**src/hdl/viu_pkg.sv**
```systemverilog
package viu_pkg;

  localparam int unsigned RegBitsDef = 128;
  localparam int unsigned NumRegsDef = 32;
  localparam int unsigned QueueDepth = 2;
  localparam int unsigned CfgDataW   = 5;

  typedef enum logic [4:0] {
    CMD_ADD_VV    = 5'd0,
    CMD_ADD_VI    = 5'd1,
    CMD_SUB_VV    = 5'd2,
    CMD_RSUB_VI   = 5'd3,
    CMD_AND_VV    = 5'd4,
    CMD_AND_VI    = 5'd5,
    CMD_OR_VV     = 5'd6,
    CMD_OR_VI     = 5'd7,
    CMD_XOR_VV    = 5'd8,
    CMD_XOR_VI    = 5'd9,
    CMD_MV_V      = 5'd10,
    CMD_MV_I      = 5'd11,
    CMD_MIN       = 5'd12,
    CMD_MAX       = 5'd13,
    CMD_MINU      = 5'd14,
    CMD_MAXU      = 5'd15,
    CMD_GATHER_VV = 5'd16,
    CMD_GATHER_VI = 5'd17,
    CMD_GATHER_16 = 5'd18,
    CMD_SLIDEUP   = 5'd19,
    CMD_SLIDEDN   = 5'd20,
    CMD_WRITE     = 5'd21,
    CMD_READ      = 5'd22
  } cmd_e;

  typedef enum logic [0:0] {
    CFG_ELEM_WIDTH = 1'b0,
    CFG_VEC_LEN    = 1'b1
  } cfg_idx_e;

  typedef enum logic [1:0] {
    JOB_VEC,
    JOB_WRITE,
    JOB_READ,
    JOB_NOP
  } job_cls_e;

  typedef enum logic [3:0] {
    S_IDLE,
    S_RD_A,
    S_RD_B,
    S_RD_D,
    S_CAP_D,
    S_EXEC,
    S_ONE,
    S_WB,
    S_OUT
  } back_state_e;

  typedef struct packed {
    logic [4:0]  cmd;
    logic [4:0]  dest_reg;
    logic [4:0]  src1_reg;
    logic [4:0]  src2_reg;
    logic [4:0]  imm;
    logic        unmasked;
    logic [5:0]  elem_index;
    logic [63:0] elem_data;
  } in_item_t;

  typedef struct packed {
    logic [63:0] read_data;
    logic        done_res;
  } out_item_t;

  typedef struct packed {
    logic [1:0] elem_width_code;
    logic [4:0] vector_length;
  } cfg_t;

  typedef struct packed {
    job_cls_e    cls;
    logic [4:0]  cmd;
    logic [4:0]  vd;
    logic [4:0]  vs1;
    logic [4:0]  vs2;
    logic [4:0]  imm;
    logic [5:0]  eidx;
    logic [63:0] edata;
  } job_t;

  function automatic logic [63:0] emask(input logic [1:0] code);
    logic [63:0] m;
    case (code)
      2'd0:    m = 64'h0000_0000_0000_00FF;
      2'd1:    m = 64'h0000_0000_0000_FFFF;
      2'd2:    m = 64'h0000_0000_FFFF_FFFF;
      default: m = '1;
    endcase
    return m;
  endfunction

endpackage

```
**src/hdl/viu_queue.sv**
```systemverilog
module viu_queue (
  input  logic          clk_i,
  input  logic          rst_ni,
  input  logic          push_i,
  input  viu_pkg::job_t push_job_i,
  output logic          full_o,
  input  logic          pop_i,
  output viu_pkg::job_t head_o,
  output logic          empty_o
);
  import viu_pkg::*;

  localparam int unsigned PtrW = $clog2(QueueDepth);

  job_t            slot_q [QueueDepth];
  logic [PtrW-1:0] wr_q, wr_d, rd_q, rd_d;
  logic [PtrW:0]   cnt_q, cnt_d;

  assign full_o  = (cnt_q == (PtrW+1)'(QueueDepth));
  assign empty_o = (cnt_q == '0);
  assign head_o  = slot_q[rd_q];

  always_comb begin
    wr_d  = wr_q;
    rd_d  = rd_q;
    cnt_d = cnt_q;
    if (push_i) begin
      wr_d = (wr_q == PtrW'(QueueDepth - 1)) ? '0 : wr_q + 1'b1;
    end
    if (pop_i) begin
      rd_d = (rd_q == PtrW'(QueueDepth - 1)) ? '0 : rd_q + 1'b1;
    end
    if (push_i && !pop_i) begin
      cnt_d = cnt_q + 1'b1;
    end else if (!push_i && pop_i) begin
      cnt_d = cnt_q - 1'b1;
    end
  end

  always_ff @(posedge clk_i or negedge rst_ni) begin
    if (!rst_ni) begin
      wr_q  <= '0;
      rd_q  <= '0;
      cnt_q <= '0;
    end else begin
      wr_q  <= wr_d;
      rd_q  <= rd_d;
      cnt_q <= cnt_d;
    end
  end

  always_ff @(posedge clk_i) begin
    if (push_i) begin
      slot_q[wr_q] <= push_job_i;
    end
  end

  assert property (@(posedge clk_i) disable iff (!rst_ni) !(push_i && full_o))
    else $error("push into full queue");
  assert property (@(posedge clk_i) disable iff (!rst_ni) !(pop_i && empty_o))
    else $error("pop from empty queue");
  assert property (@(posedge clk_i) disable iff (!rst_ni)
    cnt_q <= (PtrW+1)'(QueueDepth))
    else $error("queue count overflow");

endmodule

```
**config.mk**
```make
export PLATFORM = sky130hd
export DESIGN_NAME = viu_queue
export DESIGN_NICKNAME = d
export VERILOG_FILES = /design/src/hdl/viu_pkg.sv /design/src/hdl/viu_queue.sv
export SDC_FILE = /design/constraint.sdc
export NUM_CORES = 1
export LEC_CHECK = 0
export ABC_AREA = 1
export BUFFER_PORTS_ARGS = -buffer_cell sky130_fd_sc_hd__buf_2
export CAP_MARGIN = 30
export CORE_UTILIZATION = 50
export DETAILED_ROUTE_END_ITERATION = 8
export HOLD_SLACK_MARGIN = 0.03
export PLACE_DENSITY = 0.84
export SLEW_MARGIN = 25
export SYNTH_ARGS = -nofsm -noshare
export SYNTH_HDL_FRONTEND = slang
export SYNTH_SLANG_ARGS = --single-unit
```
**constraint.sdc**
```tcl
create_clock -name clk_i -period 12.5 [get_ports clk_i]
set_input_delay 2.5 -clock clk_i [delete_from_list [all_inputs] [get_ports clk_i]]
set_output_delay 2.5 -clock clk_i [all_outputs]
set_load 0.03 [all_outputs]
```
==> reports/qor.csv, run 1 <==
metric,value,unit
yosysMostFrequentCell,edfxtp_1,
cts_tree,done,
netlist_area,7280,um2
cp.required,10.00,ns
worst_pin_slew,0.753,ns
cts_resized,0,
num_rows,43,
clkLatencyLatePin,0.42,ns
syn_area_per_cell,22.3,um2
cts_max_path_buffers,2,
run_status,completed,
first_global_vias,3628,
synthDistinctLibCells,14,
rr_worst_depth,3,
die_height,123,um
fin_nets,640,
pin_count,200,
io_buffers,199,
antenna_cells,0,
rsz0062_at_grt,no,
ff_latch_area,5930,um2
drc_errors,0,
fin_skew,0.00797,ns
synth_area_leaders,"edfxtp_1 80%, mux2_2 12%, mux2_4 4.1%",
synth-edff-count,194,
setup_viol,0,
worstSetupPathType,flip-flop to output port,
hold_buffers,0,
place_ws,7.74,ns
grt_max_degree,57,
holdPathStages,2,
first_pass_iters,4,
path_cells,buf_4 > mux2_2 > buf_2,
p_per_area,243,nW/um2
path_buf_inv,2,
die_area,15000,um2
cap_viol_max_count,0,
drt_iter0_drc,184,
initial_core_util,51.8,%
synth.net_count,429,
cts-buffers-inserted,17,
multiInputGateArea,1250,um2
synth_cells,327,
worst_slack,7.33,ns
holdCritPathClass,flip-flop to flip-flop,
ys.flop_type,edfxtp_1,
maxSlewViolCount,0,
synth_common_cells,"194 x edfxtp_1, 77 x mux2_2, 20 x mux2_4, 7 x buf_2, 7 x inv_1",
clkTransAtPathRegs,0.06,ns
num-fill-cells,985,
post-route-period-util,41.3,%
place_congestion,0.714,
power,2.20,mW
cp-end-kind,output port,
yosysTopAreaCell,edfxtp_1,
viasPerCell,4.98,
fmax,0.194,GHz
p_leak,3.48,nW
place_hpwl,8010,um
cp.arrival,2.67,ns
overflow,0,
grt_pass1_wl,17800,um
critPathSlowestCell,dfrtp_4,
slew_headroom,49.8,%
h-tree-depth,4,
fin_crit,5.17,ns
cts_sinks,198,
antenna_found_initial,0,
worst-path-stages,3,
postCtsSetupBuffers,0,
peakVddDrop,0.146,mV
vias,3640,
synth_top_area_share,80.0,%
wire_per_inst,16.7,um
start_kind,flip-flop,
path_delay_family,flip-flops,
max_stage_delay,0.87,ns
ant_nets,0,
grt_usage,16.2,%
ys_warn_count,0,
synth_seq_cells,198,
cts-root-buf,clkbuf_16,
totalWireLength,12200,um
core,14000,um2
holdWs,0.501,ns
area_delta_synth_final,24.0,%
worst-path-max-fanout,54,
drive_gt1_share,59.9,%
synthArstFlopShare,2.02,%
finalSetupTns,0,ns
yosysSeqAreaShare,81.4,%
hold_violations,0,
die_x,123,um
-- per-stage QoR --
stage / area (um2) / instances / util, %
final: 9030 / 731 / 64.3
after global routing: 9030 / 731 / 64.3
after CTS: 9030 / 731 / 64.3
after detailed placement: 8480 / 699 / 60.4
after global placement: 8460 / 698 / 60.2
after floorplan: 7280 / 327 / -
-- final timing paths --
path                                      startpoint                      end  slack (ns)
worst min-delay path            cnt_q[1]$_DFFE_PN0P_     cnt_q[1]$_DFFE_PN0P_        0.50
worst max register to register      wr_q$_DFFE_PN0P_  slot_q[1][96]$_DFFE_PP_       10.38
max in group asynchronous                     rst_ni         rd_q$_DFFE_PN0P_       10.48
worst max-delay path                rd_q$_DFFE_PN0P_                head_o[2]        7.33
worst min register to register  cnt_q[1]$_DFFE_PN0P_     cnt_q[1]$_DFFE_PN0P_        0.50
min in group asynchronous                     rst_ni     cnt_q[1]$_DFFE_PN0P_        1.88
-- kinds of logic (layout without fill, tap and decap cells) --
| logic type | after synthesis | count (layout) | share of synthesized area [%] |
|---|---|---|---|
| buf+inv | 18 | 242 | 1.46 |
| mux | 97 | 97 | 16.0 |
| xor+xnor | 3 | 3 | 0.361 |
| fa+ha+maj | 1 | 1 | 0.172 |
| flops | 198 | 198 | 81.4 |
| simple gates | 10 | 10 | 0.567 |
-- registers in the layout, indices dropped and copies added, names as in the netlist --
register / cells
cnt_q: 2
rd_q: 1
slot_q: 194
wr_q: 1
-- where the power goes --
part           internal (mW)  switching, mW  leakage (nW)
combinational          0.275          0.481          1.35
clock                  0.273          0.223         0.256
sequential             0.882         0.0630          1.87
-- layout by cell type, fill, tap and decap left out --
cell,instances
buf_2,199
clkbuf_1,2
clkbuf_16,17
xnor2_1,1
nand4_1,1
mux2_4,20
buf_4,3
mux2_2,77
clkinv_1,3
edfxtp_1,194
clkinv_4,3
inv_1,6
nand3_1,1
dfrtp_4,1
bufinv_16,1
nor2_1,2
clkinv_2,2
xor2_1,2
clkinvlp_4,3
inv_4,1
nand2_1,5
nor2_4,1
ha_1,1
buf_16,1
inv_6,1
dfrtp_1,3
-- per-layer routing --
layer / wire, um / track usage [%] / up-vias
met3: 899 / 5.67 / 15
met4: 156 / 6.94 / 0
met2: 6310 / 27.7 / 146
met5: 0 / 0 / -
li1: - / - / 1710
met1: 4870 / 18.4 / 1769
-- cell type report --
| class | instances | share of cell area (%) |
|---|---|---|
| clock buffer | 19 | 4.80 |
| clock inverter | 13 | 1.21 |
| inverter | 7 | 0.319 |
| multi-input combinational | 111 | 13.9 |
| sequential | 198 | 65.7 |
| tap | 180 | 2.50 |
| timing repair buffer | 203 | 11.6 |
-- worst register-to-register path: stages (launching register included) --
cell     delay, ns
dfrtp_1       0.43
nand2_1       0.12
inv_4         0.47
buf_4         0.67
(Power assumes the default switching activity.)
==> inputs of run 2 (changes only) <==
--- a/config.mk
+++ b/config.mk
@@ -8,10 +8,10 @@
 export ABC_AREA = 1
 export BUFFER_PORTS_ARGS = -buffer_cell sky130_fd_sc_hd__buf_2
 export CAP_MARGIN = 30
-export CORE_UTILIZATION = 50
+export CORE_UTILIZATION = 47
 export DETAILED_ROUTE_END_ITERATION = 8
 export HOLD_SLACK_MARGIN = 0.03
-export PLACE_DENSITY = 0.84
+export PLACE_DENSITY = 0.83
 export SLEW_MARGIN = 25
 export SYNTH_ARGS = -nofsm -noshare
 export SYNTH_HDL_FRONTEND = slang
==> constraint.sdc (replaced) <==
create_clock -name clk_i -period 4.6 [get_ports clk_i]
set_input_delay 0.92 -clock clk_i [delete_from_list [all_inputs] [get_ports clk_i]]
set_output_delay 0.92 -clock clk_i [all_outputs]
set_load 0.03 [all_outputs]
==> reports/qor.csv, run 2 (synthesized netlist as in run 1, its figures left out) <==
metric,value,unit,change
post-route-period-util,69.0,%,
die_area,16000,um2,+6.3%
maxSlewViolCount,0,,unchanged
cp.required,3.68,ns,-6.32 ns
fin_nets,640,,unchanged
setup_viol,0,,unchanged
clkLatencyLatePin,0.42,ns,about the same
viasPerCell,4.97,,-0.19%
p_per_area,656,nW/um2,+170%
r2r_slack,2.75,ns,-7.63 ns
path_cells,buf_12 > mux2_2 > buf_2,,
first_pass_iters,4,,unchanged
cts-buffers-inserted,17,,unchanged
peakVddDrop,0.344,mV,+140%
layout_common_cells,"199 x buf_2, 194 x edfxtp_1, 77 x mux2_2, 20 x mux2_4, 17 x clkbuf_16",,
max_stage_delay,0.86,ns,about the same
critPathLaunch,rd_q$_DFFE_PN0P_,,
critPathSlowestCell,dfrtp_4,,
cts_resized,0,,unchanged
hold_violations,0,,unchanged
cap_viol_max_count,0,,unchanged
r2r_end,slot_q[1][62]$_DFFE_PP_,,
place_ws,1.85,ns,-5.89 ns
layout_commonest_cell,buf_2,,
io_buffers,199,,unchanged
grt_pass1_wl,19600,um,+10%
fin_skew,0.00802,ns,+0.0000492 ns
worstSetupPathType,flip-flop to output port,,
cp-end-kind,output port,,
totalWireLength,12700,um,+3.8%
worst_slack,1.43,ns,-5.91 ns
pin_count,200,,unchanged
core,15100,um2,+7.9%
first_global_vias,3952,,+8.9%
num_rows,45,,+4.7%
holdWs,0.296,ns,-0.205 ns
worst-path-stages,3,,unchanged
placed_cell_area,8490,um2,about the same
grt_max_degree,88,,+54%
cts_sinks,198,,unchanged
place_hpwl,8380,um,+4.7%
drc_errors,0,,unchanged
place_congestion,0.652,,-8.8%
r2r_start,wr_q$_DFFE_PN0P_,,
start_kind,flip-flop,,
rr_worst_depth,3,,unchanged
finalSetupTns,0,ns,unchanged
worst-path-max-fanout,51,,-5.6%
rsz0062_at_grt,no,,
clkTransAtPathRegs,0.07,ns,about the same
utilization,59.3,%,-4.9 points
final_area,8990,um2,-0.42%
worst_pin_slew,0.808,ns,+0.0555 ns
hold_buffers,0,,unchanged
cts_tree,done,,
crit_end,head_o[84],,
slew_headroom,46.1,%,-3.7 points
postCtsSetupBuffers,0,,unchanged
vias,3663,,+0.63%
largest_reg_flops,194,,unchanged
holdCritPathClass,input port to async pin,,
path_buf_inv,2,,unchanged
die_x,126,um,+3.1%
antenna_found_initial,1,,+1
antenna_cells,0,,unchanged
ant_nets,0,,unchanged
run_status,completed,,
overflow,0,,unchanged
path_delay_family,flip-flops,,
drt_iter0_drc,165,,-10%
fmax,0.315,GHz,
area_delta_synth_final,23.5,%,
drive_gt1_share,59.7,%,-0.15 points
initial_core_util,48.1,%,-3.8 points
wire_per_inst,17.2,um,+3.0%
fin_crit,3.17,ns,
cts-root-buf,clkbuf_16,,
cts_max_path_buffers,2,,unchanged
cp.arrival,2.25,ns,-0.42 ns
h-tree-depth,4,,unchanged
p_leak,3.45,nW,-0.65%
grt_usage,16.4,%,+0.19 points
reg.largest.list,"slot_q: 194 flops, cnt_q: 2 flops",,
largest_register,slot_q,,
die_height,126,um,+3.1%
run 2: worst min path at each step:
stage / to / slack (ns) / cells past startpoint
floorplan: cnt_q[1]$_DFFE_PN0P_ / 0.46 / 2
CTS: rd_q$_DFFE_PN0P_ / 0.27 / 1
finish: rd_q$_DFFE_PN0P_ / 0.30 / 1
detailed placement: cnt_q[1]$_DFFE_PN0P_ / 0.51 / 2
global route: rd_q$_DFFE_PN0P_ / 0.27 / 1
global placement: cnt_q[1]$_DFFE_PN0P_ / 0.48 / 2
run 2: per-stage QoR:
step,instances,power [mW]
2_1_floorplan,327,4.17
3_3_place_gp,707,4.63
3_5_place_dp,707,4.69
4_1_cts,737,5.97
5_1_grt,737,6.15
6_report,737,5.90
run 2: layout make-up:
class	count	area (um2)
Tap cell	188	235
Inverter	7	31.3
Multi-Input combinational cell	111	1250
Clock buffer	21	440
Timing Repair Buffer	203	1040
Clock inverter	9	58.8
Fill cell	1112	6160
Sequential cell	198	5930
run 2: layer usage:
metal | track usage [%] | part of all wire [%]
met5 | 0 | 0.10
met4 | 5.46 | 1.1
met1 | 18.4 | 39
met3 | 6.24 | 6.5
met2 | 28.8 | 53
run 2: where the power goes:
group / internal, mW / switching, mW
clock: 0.682 / 0.591
combinational: 0.746 / 1.31
sequential: 2.40 / 0.170
total: 3.83 / 2.07
run 2: worst reg2reg max path: cells and delay by family (launching register included):
kind,cells,cell delay (ns)
buffers and inverters,2,0.98
DFF,1,0.42
and+or+nand+nor,1,0.14
