### config.mk
export PLATFORM = sky130hd
export DESIGN_NAME = viu_front
export DESIGN_NICKNAME = d
export VERILOG_FILES = /design/src/hdl/viu_pkg.sv /design/src/hdl/viu_front.sv
export SDC_FILE = /design/constraint.sdc
export NUM_CORES = 1
export LEC_CHECK = 0
export ABC_AREA = 1
export BUFFER_PORTS_ARGS = -buffer_cell sky130_fd_sc_hd__buf_2
export CAP_MARGIN = 20
export CORE_AREA = 2 2 77 79
export DETAILED_ROUTE_END_ITERATION = 16
export DIE_AREA = 0 0 79 81
export SYNTH_ARGS = -nofsm -noshare
export SYNTH_HDL_FRONTEND = slang
export SYNTH_SLANG_ARGS = --single-unit
### constraint.sdc
create_clock -name vclk -period 0.8
set_clock_uncertainty 0.2 [all_clocks]
set_input_delay 0.04 -clock vclk [all_inputs]
set_output_delay 0.04 -clock vclk [all_outputs]
set_load 0.05 [all_outputs]
### src/hdl/viu_pkg.sv
package viu_pkg;

  localparam int unsigned RegBitsDef = 128;
  localparam int unsigned NumRegsDef = 32;
  localparam int unsigned QueueDepth = 2;
  localparam int unsigned CfgDataW   = 5;

  typedef enum logic [4:0] {
    CMD_ADD_VV    = 5'd0,
    CMD_ADD_VI    = 5'd1,
    CMD_SUB_VV    = 5'd2,
    CMD_RSUB_VI   = 5'd3,
    CMD_AND_VV    = 5'd4,
    CMD_AND_VI    = 5'd5,
    CMD_OR_VV     = 5'd6,
    CMD_OR_VI     = 5'd7,
    CMD_XOR_VV    = 5'd8,
    CMD_XOR_VI    = 5'd9,
    CMD_MV_V      = 5'd10,
    CMD_MV_I      = 5'd11,
    CMD_MIN       = 5'd12,
    CMD_MAX       = 5'd13,
    CMD_MINU      = 5'd14,
    CMD_MAXU      = 5'd15,
    CMD_GATHER_VV = 5'd16,
    CMD_GATHER_VI = 5'd17,
    CMD_GATHER_16 = 5'd18,
    CMD_SLIDEUP   = 5'd19,
    CMD_SLIDEDN   = 5'd20,
    CMD_WRITE     = 5'd21,
    CMD_READ      = 5'd22
  } cmd_e;

  typedef enum logic [0:0] {
    CFG_ELEM_WIDTH = 1'b0,
    CFG_VEC_LEN    = 1'b1
  } cfg_idx_e;

  typedef enum logic [1:0] {
    JOB_VEC,
    JOB_WRITE,
    JOB_READ,
    JOB_NOP
  } job_cls_e;

  typedef enum logic [3:0] {
    S_IDLE,
    S_RD_A,
    S_RD_B,
    S_RD_D,
    S_CAP_D,
    S_EXEC,
    S_ONE,
    S_WB,
    S_OUT
  } back_state_e;

  typedef struct packed {
    logic [4:0]  cmd;
    logic [4:0]  dest_reg;
    logic [4:0]  src1_reg;
    logic [4:0]  src2_reg;
    logic [4:0]  imm;
    logic        unmasked;
    logic [5:0]  elem_index;
    logic [63:0] elem_data;
  } in_item_t;

  typedef struct packed {
    logic [63:0] read_data;
    logic        done_res;
  } out_item_t;

  typedef struct packed {
    logic [1:0] elem_width_code;
    logic [4:0] vector_length;
  } cfg_t;

  typedef struct packed {
    job_cls_e    cls;
    logic [4:0]  cmd;
    logic [4:0]  vd;
    logic [4:0]  vs1;
    logic [4:0]  vs2;
    logic [4:0]  imm;
    logic [5:0]  eidx;
    logic [63:0] edata;
  } job_t;

  function automatic logic [63:0] emask(input logic [1:0] code);
    logic [63:0] m;
    case (code)
      2'd0:    m = 64'h0000_0000_0000_00FF;
      2'd1:    m = 64'h0000_0000_0000_FFFF;
      2'd2:    m = 64'h0000_0000_FFFF_FFFF;
      default: m = '1;
    endcase
    return m;
  endfunction

endpackage

### src/hdl/viu_front.sv
module viu_front (
  input  logic             in_valid_i,
  output logic             in_stall_o,
  input  viu_pkg::in_item_t in_item_i,
  input  logic             q_full_i,
  output logic             push_o,
  output viu_pkg::job_t    job_o
);
  import viu_pkg::*;

  assign in_stall_o = q_full_i;
  assign push_o     = in_valid_i && !q_full_i;

  always_comb begin
    job_o.cmd   = in_item_i.cmd;
    job_o.vd    = in_item_i.dest_reg;
    job_o.vs1   = in_item_i.src1_reg;
    job_o.vs2   = in_item_i.src2_reg;
    job_o.imm   = in_item_i.imm;
    job_o.eidx  = in_item_i.elem_index;
    job_o.edata = in_item_i.elem_data;
    // write/read ignore the mask bit; unused codes retire as no-ops
    if (in_item_i.cmd == CMD_WRITE) begin
      job_o.cls = JOB_WRITE;
    end else if (in_item_i.cmd == CMD_READ) begin
      job_o.cls = JOB_READ;
    end else if (in_item_i.cmd > CMD_READ || !in_item_i.unmasked) begin
      job_o.cls = JOB_NOP;
    end else begin
      job_o.cls = JOB_VEC;
    end
  end

endmodule

==> results of run 1 <==
metal layers:
metal | track usage | up-vias | routed length, um
met1 | 0.0119 | 127 | 189
li1 | - | 95 | -
met3 | 0.0278 | 50 | 354
met5 | 0 | - | 0
met2 | 0.0398 | 45 | 445
met4 | 0.0862 | 0 | 312
report_power, final:
group          switching (uW)  internal (uW)  total, uW
logic                     163           93.2        257
registers                   0              0          0
clock network               0              0          0
total                     163           93.2        257
kinds of logic (layout without fill, tap and decap cells):
| family | count (synthesis) | in the layout | share of synthesized area |
|---|---|---|---|
| and+or+nand+nor | 12 | 12 | 0.0655 |
| buffers and inverters | 101 | 24 | 0.922 |
| AOI/OAI and AO/OA | 2 | 2 | 0.0125 |
through the flow:
step | worst slack, ns | hold WS, ns | TNS, ns
after global placement | -0.355 | -0.120 | -0.662
final | -0.183 | -0.120 | -0.330
after floorplan | -0.0600 | -0.0239 | -0.0984
after detailed placement | -0.372 | -0.120 | -0.702
after global routing | -0.227 | -0.120 | -0.417
after CTS | -0.192 | -0.120 | -0.348
worst max-delay path by stage:
stage / endpoint / depth (start not counted) / from
finish: job_o[96] / 7 / in_item_i[94]
global route: job_o[96] / 7 / in_item_i[94]
CTS: job_o[96] / 7 / in_item_i[94]
detailed placement: job_o[95] / 7 / in_item_i[92]
global placement: job_o[95] / 7 / in_item_i[92]
floorplan: job_o[96] / 4 / in_item_i[93]
cells in the mapped netlist (all sizes together):
master,number,area share
a21oi,1,0.0062
buf,96,0.90
inv,5,0.023
nand2,6,0.028
nand3,1,0.0062
nor2,4,0.019
nor3,1,0.012
o21ai,1,0.0062
cell type report:
cell class / count / area [um2] / share of cell area
inverter: 5 / 21.3 / 0.0545
multi-input combinational: 14 / 124 / 0.317
tap: 75 / 93.8 / 0.240
timing repair buffer: 19 / 151 / 0.388
worst max-delay path: cells and delay by family:
family | cells | cell delay (ns)
AND/OR/NAND/NOR | 2 | 0.24
buffers and inverters | 4 | 0.43
AO/OA/AOI/OAI | 1 | 0.03
what timing repair did:
| item | CTS | global route |
|---|---|---|
| gates resized for setup | 29 | 1 |
| hold endpoints to repair | 90 | 90 |
| buffers inserted | 2 | 0 |
| pin swaps | 6 | 2 |
| setup endpoints to repair | 2 | 2 |
==> key figures, run 1 <==
Worst setup path
  – Crit path cell chain: buf_8 > inv_4 > nand2_4 > nor3_4 > buf_6 > a21oi_4 > buf_8
  – Slowest cell on the critical path: sky130_fd_sc_hd__nor3_4
  – Library cell appearing most often on the critical path: sky130_fd_sc_hd__buf_8
  – Largest driver fanout on the critical path: 3
  – Required arrival time at the worst endpoint: 0.56 ns
  – Setup CP Type: primary input to output port
  – Endpoint type of the worst setup path: output port
  – Critical path startpoint category: primary input
  – Slowest Stage Delay on Critical Path: 0.20 ns
  – Arrival time of the worst setup path: 0.74 ns

Routing
  – Number of antenna-violating nets in the routed design: 0
  – Total wire length: 1300 um
  – Post-detailed-route via-to-cell ratio: 2.81
  – DRT iter0 DRCs: 1
  – Average wire per cell in the routed design: 11.5 um
  – Total via count after detailed routing: approximately 320
  – Post-detailed-route DRC marker count: 0
  – Length of the first detailed-routing pass in iterations: 2

Logic synthesis
  – Post-synthesis sequential area ratio: 0
  – Number of nets produced by synthesis: 213
  – Post-synth design cell area: 802 um2
  – Count of synthesis-stage warnings from yosys: 0
  – Mean instance size in the synthesized netlist: between 6 and 7 um2
  – Post-synth cell types: 8
  – Synthesized netlist cell count: about 120

Placed design
  – Number of I/O port buffers: 17
  – Placed cells: 111
  – Area after detailed placement: between 200 and 300 um2
  – Placer Congestion: around 0.5
  – DP HPWL: about 1000 um

Floorplanning
  – Placeable core region: 5680 um2
  – Vertical die dimension: between 80 and 90 um
  – Die boundary width: 79 um
  – Count of standard-cell rows: 28
  – Initial Util: 0.141
  – Boundary Pins: between 150 and 200
  – Area of the die: 6400 um2

Layout
  – Number of inserted filler cells in the final layout: 675
  – Highest-count cells in the layout ignoring fill and taps: 10 x sky130_fd_sc_hd__buf_2, 4 x sky130_fd_sc_hd__nor2_2, 4 x sky130_fd_sc_hd__buf_4, 4 x sky130_fd_sc_hd__buf_8, 3 x sky130_fd_sc_hd__nand2_4
  – Syn-to-layout area delta: -51.3%
  – Final design utilization: 0.0688
  – Commonest non-fill, non-tap cell in the layout: sky130_fd_sc_hd__buf_2
  – Non-filler instance count after layout: 113
  – Nets: 138
  – Flip-flop and latch count: 0
  – Diodes inserted: 0
  – Area occupied by registers: 0 um2
  – Proportion of layout cells with a drive suffix above 1: 0.895
  – Clock buffer instance count of the final layout: 0
  – Total non-filler cell area in the finished layout: approximately 390 um2

Worst hold path
  – Endpoint with the worst hold slack: job_o[14]
  – Launch point of the worst hold path: in_item_i[14]
  – WHS Path Cells: 0
  – Worst hold path type: primary input to output port

Timing
  – Share of the clock period used by the worst path after layout: 1.23
  – WHS: -0.120 ns
  – Tmin final: approximately 0.98 ns
  – Maximum frequency from static timing analysis: a little over 1000 MHz
  – Slew at the pin closest to its max-slew limit: 0.250 ns
  – Final setup viols: 2
  – Unrepaired setup endpoints after global routing: true
  – Worst rel slew slack: 0.835
  – Final count of hold timing violations: 90
  – Max-slew violation count: 0
  – Setup ws final: -0.183 ns

Run status
  – Result of the run: finished, violations left
  – Violations in the final reports: negative hold slack, negative setup slack

Global route
  – Global-route wire length before repair: 1610 um
  – Total track usage: 0.0326
  – Number of antenna violations at the first check in global routing: 0
  – Via count of the first global-routing pass: 316
  – Pin count of the biggest net entering global routing: 5
  – Overflow left after global routing: 0

Power
  – Pwr/cell area: 657 nW/um2
  – Power, Total: 257 uW
  – Worst ir drop on vdd: 0.147 mV
  – Leakage power total: 0.000165 uW

Run
  – Number of maximum-capacitance violations: 0
Power figures use the tool's default switching activity.
==> inputs of run 2 (changes only) <==
CORE_AREA = 2 2 76 78   (was 2 2 77 79)
DIE_AREA = 0 0 78 80   (was 0 0 79 81)
REMOVE_ABC_BUFFERS = 1   (was default)
SKIP_LAST_GASP = 1   (was default)
clock period = 1 ns   (was 0.8 ns; I/O delays follow)
==> key figures, run 2 (same netlist as run 1, synthesis figures left out) <==
Floorplanning
  – Die boundary width: 78 um (-1.3%)
  – Area of the die: 6240 um2 (-2.5%)
  – Vertical die dimension: 80 um (-1.2%)
  – Count of standard-cell rows: 27 (-3.6%)
  – Placeable core region: 5410 um2 (-4.8%)
  – Initial Util: 0.148 (+0.00707)
  – Boundary Pins: 197 (unchanged)

Routing
  – DRT iter0 DRCs: 9 (+8)
  – Length of the first detailed-routing pass in iterations: 3 (+1)
  – Total wire length: 9670 um (+640%)
  – Total via count after detailed routing: 430 (+36%)
  – Average wire per cell in the routed design: 87.9 um (+660%)
  – Post-detailed-route via-to-cell ratio: 3.91 (+39%)
  – Number of antenna-violating nets in the routed design: 0 (unchanged)
  – Post-detailed-route DRC marker count: 0 (unchanged)

Timing
  – Unrepaired setup endpoints after global routing: true
  – Setup ws final: 0.0154 ns (+0.199 ns)
  – Share of the clock period used by the worst path after layout: 0.985
  – Tmin final: a little under 1 ns
  – Maximum frequency from static timing analysis: 1020 MHz
  – Worst rel slew slack: 0.823 (-0.0117)
  – WHS: -0.0991 ns (+0.0209 ns)
  – Total Neg Setup Slack: 0 ns (+0.330 ns)
  – Final count of hold timing violations: 90 (unchanged)
  – Final setup viols: 0 (-2)
  – Max-slew violation count: 0 (unchanged)
  – Slew at the pin closest to its max-slew limit: 0.267 ns (+0.0177 ns)

Worst setup path
  – Required arrival time at the worst endpoint: 0.75 ns (+0.19 ns)
  – Critical path's top delay family: buffers and inverters
  – Count of buffering cells on the critical path with inverters included: 3 (-1)
  – Setup CP Type: primary input to output port
  – Crit path cell chain: buf_4 > nand2_4 > nor3_4 > buf_6 > a21oi_4 > buf_12
  – Critical path startpoint category: primary input
  – Endpoint type of the worst setup path: output port
  – Slowest Stage Delay on Critical Path: 0.20 ns (about the same)
  – Slowest cell on the critical path: sky130_fd_sc_hd__nor3_4
  – Largest driver fanout on the critical path: 3 (unchanged)
  – Arrival time of the worst setup path: 0.73 ns (about the same)

Global route
  – Pin count of the biggest net entering global routing: 5 (unchanged)
  – Global-route wire length before repair: 10500 um (+550%)
  – Number of antenna violations at the first check in global routing: 0 (unchanged)
  – Via count of the first global-routing pass: 367 (+16%)
  – Total track usage: 0.295 (+0.263)
  – Overflow left after global routing: 0 (unchanged)

Power
  – Fraction of power consumed by combinational cells: 1.000 (about the same)
  – Internal cell power: 79.9 uW (-14%)
  – Pwr/cell area: 542 nW/um2 (-17%)
  – Clock power share: 0 (unchanged)
  – Power, Total: 216 uW (-16%)
  – Switching part of the total: 0.630 (-0.00706)
  – Leakage power total: 0.000172 uW (+4.2%)
  – Seq pwr share: 0 (unchanged)
  – Worst ir drop on vdd: 0.129 mV (-12%)
  – Switch Pwr: 136 uW (-17%)

Layout
  – Area occupied by registers: 0 um2 (unchanged)
  – Commonest non-fill, non-tap cell in the layout: sky130_fd_sc_hd__buf_2
  – Clock buffer instance count of the final layout: 0 (unchanged)
  – Nets: 138 (unchanged)
  – Proportion of layout cells with a drive suffix above 1: 0.842 (-0.0526)
  – Non-filler instance count after layout: 110 (-2.7%)
  – Highest-count cells in the layout ignoring fill and taps: 10 x sky130_fd_sc_hd__buf_2, 4 x sky130_fd_sc_hd__buf_4, 3 x sky130_fd_sc_hd__nand2_4, 3 x sky130_fd_sc_hd__inv_1
  – Footprint of the multi-input gates: 126 um2 (+2.0%)
  – Flip-flop and latch count: 0 (unchanged)
  – Syn-to-layout area delta: -50.4%
  – Number of inserted filler cells in the final layout: 653 (-3.3%)
  – Diodes inserted: 0 (unchanged)

Placed design
  – Placed cells: 108 (-2.7%)
  – DP HPWL: 9470 um (+810%)
  – Number of I/O port buffers: 17 (unchanged)
  – Worst setup timing slack at the placement stage: -0.0713 ns (+0.301 ns)
  – Placer Congestion: 1.18 (+130%)

Worst hold path
  – Worst hold path type: primary input to output port

Run status
  – Violations in the final reports: negative hold slack
  – Result of the run: finished, violations left

Run
  – Number of maximum-capacitance violations: 0 (unchanged)
-- run 2: cell counts in the layout (fill, tap and decap cells not counted) --
No cell type changed its count.
-- run 2: final cells by class --
type,instances,share of cell area
well taps,72,0.226
inverters,5,0.0597
repair buffers,19,0.396
multi-input cells,14,0.318
-- run 2: path summary, 6_finish.rpt --
path / start / to / cells past startpoint
setup / recovery: in_item_i[91] / job_o[96] / 6
hold / removal: in_item_i[47] / job_o[47] / 0
-- run 2: power by group through the flow --
stage,logic [uW],clock network (uW),registers [uW]
2_1_floorplan,50.8,0,0
3_3_place_gp,168,0,0
3_5_place_dp,169,0,0
4_1_cts,186,0,0
5_1_grt,227,0,0
6_report,216,0,0
-- run 2: repair_timing --
action	CTS	global route
gates cloned	0	0
buffers inserted	1	1
pin swaps	4	7
gates resized for setup	12	18
endpoints found under the setup margin	1	2
endpoints found under the hold margin	90	90
-- run 2: per-layer routing --
| layer | GRT usage | vias up | wire, um |
|---|---|---|---|
| met2 | 0.553 | 173 | 5090 |
| met5 | 0.136 | - | 108 |
| met4 | 0.204 | 6 | 823 |
| met3 | 0.492 | 34 | 3290 |
| li1 | - | 94 | - |
| met1 | 0.0248 | 123 | 358 |
-- run 2: metrics by stage --
stage / utilization / area (um2)
after floorplan: - / 81.3
after global placement: 0.0530 / 287
after detailed placement: 0.0530 / 287
after CTS: 0.0613 / 332
after global routing: 0.0736 / 398
final: 0.0736 / 398
==> inputs of run 3 (changes only) <==
clock period = 1.1 ns   (was 1 ns; I/O delays follow)
==> key figures, run 3 (same netlist as run 1, synthesis figures left out) <==
Run status
  – Result of the run: finished, violations left
  – Violations in the final reports: negative hold slack

Layout
  – Non-filler instance count after layout: 108 (-1.8%)
  – Commonest non-fill, non-tap cell in the layout: sky130_fd_sc_hd__buf_2
  – Diodes inserted: 0 (unchanged)
  – Syn-to-layout area delta: -67.4%
  – Clock buffer instance count of the final layout: 0 (unchanged)
  – Number of inserted filler cells in the final layout: 661 (+1.2%)
  – Proportion of layout cells with a drive suffix above 1: 0.500 (-0.342)
  – Highest-count cells in the layout ignoring fill and taps: 15 x sky130_fd_sc_hd__buf_2, 6 x sky130_fd_sc_hd__nand2_1, 5 x sky130_fd_sc_hd__inv_1
  – Flip-flop and latch count: 0 (unchanged)
  – Final design utilization: 0.0484 (-0.0252)
  – Footprint of the multi-input gates: 62.6 um2 (-50%)
  – Nets: 136 (-1.4%)
  – Area occupied by registers: 0 um2 (unchanged)

Routing
  – Length of the first detailed-routing pass in iterations: 3 (unchanged)
  – DRT iter0 DRCs: 43 (+34)
  – Post-detailed-route via-to-cell ratio: 3.94 (+0.90%)
  – Total via count after detailed routing: 426 (-0.93%)
  – Post-detailed-route DRC marker count: 0 (unchanged)
  – Total wire length: 9600 um (-0.70%)
  – Average wire per cell in the routed design: 88.9 um (+1.1%)
  – Number of antenna-violating nets in the routed design: 0 (unchanged)

Global route
  – Pin count of the biggest net entering global routing: 5 (unchanged)
  – Overflow left after global routing: 0 (unchanged)
  – Number of antenna violations at the first check in global routing: 0 (unchanged)
  – Total track usage: 0.293 (-0.00285)
  – Global-route wire length before repair: 10300 um (-1.8%)
  – Via count of the first global-routing pass: 342 (-6.8%)

Power
  – Switching part of the total: 0.745 (+0.116)
  – Seq pwr share: 0 (unchanged)
  – Leakage power total: 0.000120 uW (-30%)
  – Clock power share: 0 (unchanged)
  – Fraction of power consumed by combinational cells: 1.000 (about the same)
  – Pwr/cell area: 512 nW/um2 (-5.6%)
  – Worst ir drop on vdd: 0.0966 mV (-25%)
  – Internal cell power: 34.1 uW (-57%)
  – Switch Pwr: 99.8 uW (-27%)

Timing
  – Max-slew violation count: 0 (unchanged)
  – Maximum frequency from static timing analysis: 972 MHz
  – WHS: -0.0892 ns (+0.00988 ns)
  – Total Neg Setup Slack: 0 ns (unchanged)
  – Worst rel slew slack: 0.829 (+0.00570)
  – Final setup viols: 0 (unchanged)
  – Unrepaired setup endpoints after global routing: false
  – Final count of hold timing violations: 90 (unchanged)
  – Share of the clock period used by the worst path after layout: 0.936
  – Slew at the pin closest to its max-slew limit: 0.259 ns (-0.00861 ns)
  – Tmin final: 1.03 ns

Floorplanning
  – Die boundary width: 78 um (unchanged)
  – Count of standard-cell rows: 27 (unchanged)
  – Placeable core region: 5410 um2 (unchanged)
  – Boundary Pins: 197 (unchanged)
  – Vertical die dimension: 80 um (unchanged)
  – Area of the die: 6240 um2 (unchanged)
  – Initial Util: 0.148 (unchanged)

Placed design
  – DP HPWL: 9470 um (about the same)
  – Placer Congestion: 1.18 (unchanged)
  – Number of I/O port buffers: 17 (unchanged)
  – Placed cells: 108 (unchanged)

Worst setup path
  – Critical path startpoint category: primary input
  – Largest driver fanout on the critical path: 3 (unchanged)
  – Setup CP Type: primary input to output port
  – Arrival time of the worst setup path: 0.77 ns (+0.04 ns)
  – Required arrival time at the worst endpoint: 0.84 ns (+0.09 ns)
  – Endpoint type of the worst setup path: output port

Worst hold path
  – Worst hold path type: primary input to output port

Run
  – Number of maximum-capacitance violations: 0 (unchanged)

Clock tree
  – Total setup buffers inserted after CTS: 0 (-1)
## run 3: cell count changes in the layout (fill, tap and decap cells not counted), sizes merged
cell / before / now
buf: 19 / 17
## run 3: stage by stage
| step | cell area [um2] | setup WS (ns) | power [uW] |
|---|---|---|---|
| 2_1_floorplan | 81.3 | -0.182 | 46.2 |
| 6_report | 262 | 0.0707 | 134 |
| 3_5_place_dp | 256 | 0.0159 | 131 |
| 5_1_grt | 262 | 0.00341 | 143 |
| 4_1_cts | 256 | 0.0121 | 131 |
| 3_3_place_gp | 256 | 0.0359 | 131 |
## run 3: routing by layer
layer	global-route usage	vias to the layer above	wire, um
met3	0.485	38	3310
li1	-	91	-
met4	0.228	6	930
met2	0.534	171	4890
met5	0.164	-	102
met1	0.0248	120	362
## run 3: power groups by stage
stage,registers [uW],logic [uW],clock network [uW]
6_report,0,134,0
4_1_cts,0,131,0
2_1_floorplan,0,46.2,0
3_3_place_gp,0,131,0
3_5_place_dp,0,131,0
5_1_grt,0,143,0
## run 3: worst max-delay path, stage by stage
cell and delay, ns:
sky130_fd_sc_hd__buf_2 0.11, sky130_fd_sc_hd__nand2_1 0.07, sky130_fd_sc_hd__nor2_1 0.13, sky130_fd_sc_hd__nor2_1 0.05
sky130_fd_sc_hd__a21oi_1 0.13, sky130_fd_sc_hd__buf_4 0.22
## run 3: layout make-up
type                       count  area share
timing repair buffer          17       0.344
tap                           72       0.344
multi-input combinational     14       0.239
inverter                       5      0.0718
## run 3: path summary, 6_finish.rpt
check	from	cells past startpoint	to	slack, ns
worst max-delay path	in_item_i[92]	6	job_o[96]	0.07
worst min-delay path	in_item_i[21]	0	job_o[21]	-0.09
## run 3: timing repair
item | CTS | global route
resized for setup | 0 | 4
setup endpoints to repair | 0 | 2
hold endpoints to repair | 90 | 90
